**src/hdl/pdir_fifo.sv**
```systemverilog
// ----------------------------------------------------------------------------
// pdir_fifo
// Small result queue between the update pipeline and the output stream.
// ----------------------------------------------------------------------------
module pdir_fifo #(
  parameter int WIDTH = 83,
  parameter int DEPTH = 8
) (
  input  logic                           clk_i,
  input  logic                           rst_ni,
  input  logic                           push_i,
  input  logic [WIDTH-1:0]               push_data_i,
  input  logic                           pop_i,
  output logic                           valid_o,
  output logic [WIDTH-1:0]               data_o,
  output logic [$clog2(DEPTH + 1)-1:0]   count_o
);

  localparam int PTR_W = (DEPTH > 1) ? $clog2(DEPTH) : 1;
  localparam int CNT_W = $clog2(DEPTH + 1);

  logic [WIDTH-1:0] mem_q [DEPTH];
  logic [PTR_W-1:0] wr_ptr_q, wr_ptr_d;
  logic [PTR_W-1:0] rd_ptr_q, rd_ptr_d;
  logic [CNT_W-1:0] cnt_q, cnt_d;
  logic             do_pop;

  assign do_pop = pop_i && (cnt_q != '0);

  always_comb begin
    wr_ptr_d = wr_ptr_q;
    rd_ptr_d = rd_ptr_q;
    cnt_d    = cnt_q;
    if (push_i) begin
      wr_ptr_d = (wr_ptr_q == PTR_W'(DEPTH - 1)) ? '0 : wr_ptr_q + 1'b1;
    end
    if (do_pop) begin
      rd_ptr_d = (rd_ptr_q == PTR_W'(DEPTH - 1)) ? '0 : rd_ptr_q + 1'b1;
    end
    if (push_i && !do_pop) begin
      cnt_d = cnt_q + 1'b1;
    end else if (!push_i && do_pop) begin
      cnt_d = cnt_q - 1'b1;
    end
  end

  always_ff @(posedge clk_i or negedge rst_ni) begin
    if (!rst_ni) begin
      wr_ptr_q <= '0;
      rd_ptr_q <= '0;
      cnt_q    <= '0;
    end else begin
      wr_ptr_q <= wr_ptr_d;
      rd_ptr_q <= rd_ptr_d;
      cnt_q    <= cnt_d;
    end
  end

  always_ff @(posedge clk_i) begin
    if (push_i) begin
      mem_q[wr_ptr_q] <= push_data_i;
    end
  end

  assign valid_o = (cnt_q != '0);
  assign data_o  = mem_q[rd_ptr_q];
  assign count_o = cnt_q;

endmodule

```
**config.mk**
```make
export PLATFORM = sky130hd
export DESIGN_NAME = pdir_fifo
export DESIGN_NICKNAME = d
export VERILOG_FILES = /design/src/hdl/pdir_fifo.sv
export SDC_FILE = /design/constraint.sdc
export NUM_CORES = 1
export LEC_CHECK = 0
export ABC_AREA = 0
export BUFFER_PORTS_ARGS = -buffer_cell sky130_fd_sc_hd__buf_2
export CORE_ASPECT_RATIO = 0.5
export CORE_MARGIN = 4
export CORE_UTILIZATION = 40
export CTS_CLUSTER_SIZE = 16
export DETAILED_ROUTE_END_ITERATION = 6
export HOLD_SLACK_MARGIN = 0.03
export PLACE_DENSITY = 0.58
export SLEW_MARGIN = 10
export SYNTH_ARGS = -nofsm -noshare
export SYNTH_HDL_FRONTEND = slang
export SYNTH_SLANG_ARGS = --single-unit
```
**constraint.sdc**
```tcl
create_clock -name clk_i -period 7.6 [get_ports clk_i]
set_input_delay 0.38 -clock clk_i [delete_from_list [all_inputs] [get_ports clk_i]]
set_output_delay 0.38 -clock clk_i [all_outputs]
set_load 0.01 [all_outputs]
```
==> summary.md <==
| Metric | Value |
|---|---|
| Status | `complete, no violations` |
| GRT Total Usage | `15.48%` |
| Synth async-reset ratio | `1.484%` |
| Number of global-route vias before repair | `approximately 13000` |
| Reg-to-Reg Start | `count_o[0]` |
| CP Max Fanout | `113` |
| DRC viols | `0` |
| Max Freq | `0.2625 GHz` |
| Tcrit/Tclk final | `50.12%` |
| Nets | `1414` |
| Via Count | `roughly 11000` |
| Top cell type's share of synthesized area | `77.99%` |
| Largest net degree at the start of global routing | `~130` |
| Mapped Area | `0.02557 mm^2` |
| Routability cong. | `0.6862` |
| Clock buffer count from CTS | `60` |
| Synth-to-Final Area Change | `18.16%` |
| Final core occ | `47.87%` |
| Worst Path Required | `7.22 ns` |
| Pwr Total | `11.09 mW` |
| Seq/Total Area, Yosys | `78.97%` |
| First-pass GRT wire length | `79240 um` |
| Crit path capture type | `output pin` |
| TNS Setup | `0 ns` |
| Cells after Synth | `1025` |
| Reg area | `0.02020 mm^2` |
| Post-synthesis cell type count | `28` |
| Post-Place Cell Area | `between 0.02 and 0.03 mm^2` |
| CP Launch Type | `register` |
| Placement Rows | `65` |
| Final clock skew | `about 0.017 ns` |
| Initial core utilization | `40.51%` |
| Hold Startpoint | `push_data_i[58]` |
| Layout cells sized above 1 | `39.97%` |
| Tmin final | `3.809 ns` |
| Count leader, synth | `edfxtp_1` |
| Worst-margin pin slew | `around 1.2 ns` |
| Initial antenna violation count | `0` |
| Clock Sinks | `674` |
| Placed Instances | `2011` |
| Number of port buffers | `174` |
| CP Cell Sequence | `buf_12 -> mux4_2 -> mux2_2 -> buf_2` |
| Congestion Overflow GR | `0` |
| Ports | `175` |
| Peak VDD IR | `around 0.26 mV` |
| Post-cts resize count | `0` |
| Max-slew violations | `0` |
| Fin cells | `approximately 2200` |
| Die area | `0.06827 mm^2` |
| CP max stage delay | `0.85 ns` |
| Power Dens Cells | `around 370 mW/mm^2` |
| Die height | `186.8 um` |
| Worst setup path category | `reg2out` |
| Worst-case clock buffer depth | `3` |
| Top post-synthesis cells by count | `664 x edfxtp_1, 166 x mux4_2, 87 x mux2_2` |
| EDFF count, synth | `664` |
| Post-DP HPWL | `27890 um` |
| Die extent in x | `365.5 um` |
| Final antenna-violating net count | `0` |
| CTS tree | `done` |
| Leading area contributor after synthesis | `edfxtp_1` |
| Slowest CP cell | `dfrtp_4` |
| Initial DRC Count | `roughly 870` |
| Routed len/inst | `23.62 um` |
| CTS clk-pin slew, worst paths | `0.07 ns` |
| Arrival @ worst endpoint | `3.43 ns` |
| Setup Viol. Count Final | `0` |
| Drt pass-1 iters | `5` |
| Slew headroom | `22.48%` |
| Worst-skew pair later-pin latency | `0.60 ns` |
| Core area | `0.06311 mm^2` |
| Synth Flop Type | `edfxtp_1` |
| Post-Syn Area per Cell | `24.94 um^2` |
| Leak pwr | `roughly 10 nW` |
| Fin area | `roughly 0.03 mm^2` |
| Root buf cell | `clkbuf_16` |
| Synth top area cells | `edfxtp_1 78%, mux4_2 15%, mux2_2 3.8%, dfrtp_1 0.98%, buf_6 0.62%` |
| Routed wire length | `~52000 um` |
| Vias per cell | `5.168` |
| N_diodes | `0` |
| Filler cells | `5121` |
| RSZ-0062 raised after global routing | `false` |
| Setup crit start | `rd_ptr_q[0]` |
| Seq cells post-synth | `674` |
| Worst min-delay path class | `in2reg` |
| Yosys warnings | `0` |
| H-tree depth | `2` |
| Hold Fails Final Rpt | `0` |
| Syn_nets | `between 1000 and 1500` |
| Area of the multi-input gates | `0.005117 mm^2` |
| Maximum capacitance violations | `0` |
## worst max-delay path: cells and delay by family (launching register included)
kind	cells	cell delay, ns
flip-flops	1	0.85
buffers and inverters	2	0.79
multiplexers	2	0.91
## sequential cells by signal, summed over array words and instances (netlist names)
register,cells
mem_q,664
wr_ptr_q,3
rd_ptr_q,3
count_o,4
## kinds of logic (layout without fill, tap and decap cells)
group,count (synthesis),after routing,synth area share [%]
simple gates,27,27,0.5236
compound gates,10,10,0.2936
buf+inv,50,396,1.233
mux,254,254,18.49
fa+ha+maj,8,8,0.4209
xor+xnor,2,2,0.06853
flops,674,674,78.97
## stage by stage
stage	hold slack [ns]	worst slack, ns
after CTS	0.03003	3.631
after detailed placement	0.2646	4.308
after floorplan	0.08441	0.7762
after global routing	0.03825	3.443
after global placement	0.2640	4.359
final	0.05673	3.791
## metal layers
layer	up-vias	track usage, %	routed length (um)
met2	176	27.76	27530
met1	6167	20.17	21930
met5	-	0	0
met3	65	2.344	1880
met4	0	3.086	809
li1	5004	-	-
## cell usage in the layout, fill, tap and decap left out, types with 4 or more instances in the layout
cell             n
buf_2          174
dfrtp_1          7
bufinv_16        4
nor2_4           6
clkinv_1        16
clkinv_2        13
dlygate4sd3_1   83
clkbuf_1        12
buf_4           21
nand2_1          6
edfxtp_1       664
clkbuf_8         4
mux2_2          87
mux4_2         166
ha_1             7
clkbuf_16       62
## what timing repair did
action                    CTS  global route
hold endpoints to repair  649             0
hold buffers               83             0
setup buffers               0             0
## worst paths after layout
kind                           endpoint  slack [ns]  cells past startpoint
hold / removal             mem_q[2][58]        0.06                      1
setup / recovery             data_o[15]        3.79                      4
setup reg to reg             count_o[3]        4.60                      7
min in group asynchronous   wr_ptr_q[2]        0.19                      2
max in group asynchronous   rd_ptr_q[2]        7.17                      2
hold reg to reg             wr_ptr_q[2]        0.57                      1
## power breakdown
group,switching [mW],total [mW],leakage (nW),internal [mW]
clock,1.30,2.97,0.953,1.67
combinational,1.59,3.17,2.66,1.59
sequential,0.301,4.95,6.15,4.65
total,3.19,11.1,9.76,7.90
## area by class of cell
cell class / count / share of cell area [%]
clock buffer: 78 / 5.467
clock inverter: 36 / 0.9443
multi-input combinational: 301 / 16.94
timing repair buffer: 280 / 6.287
tap: 837 / 3.467
sequential: 674 / 66.87
inverter: 2 / 0.02485
No activity file was read; power rests on OpenSTA's default activity.
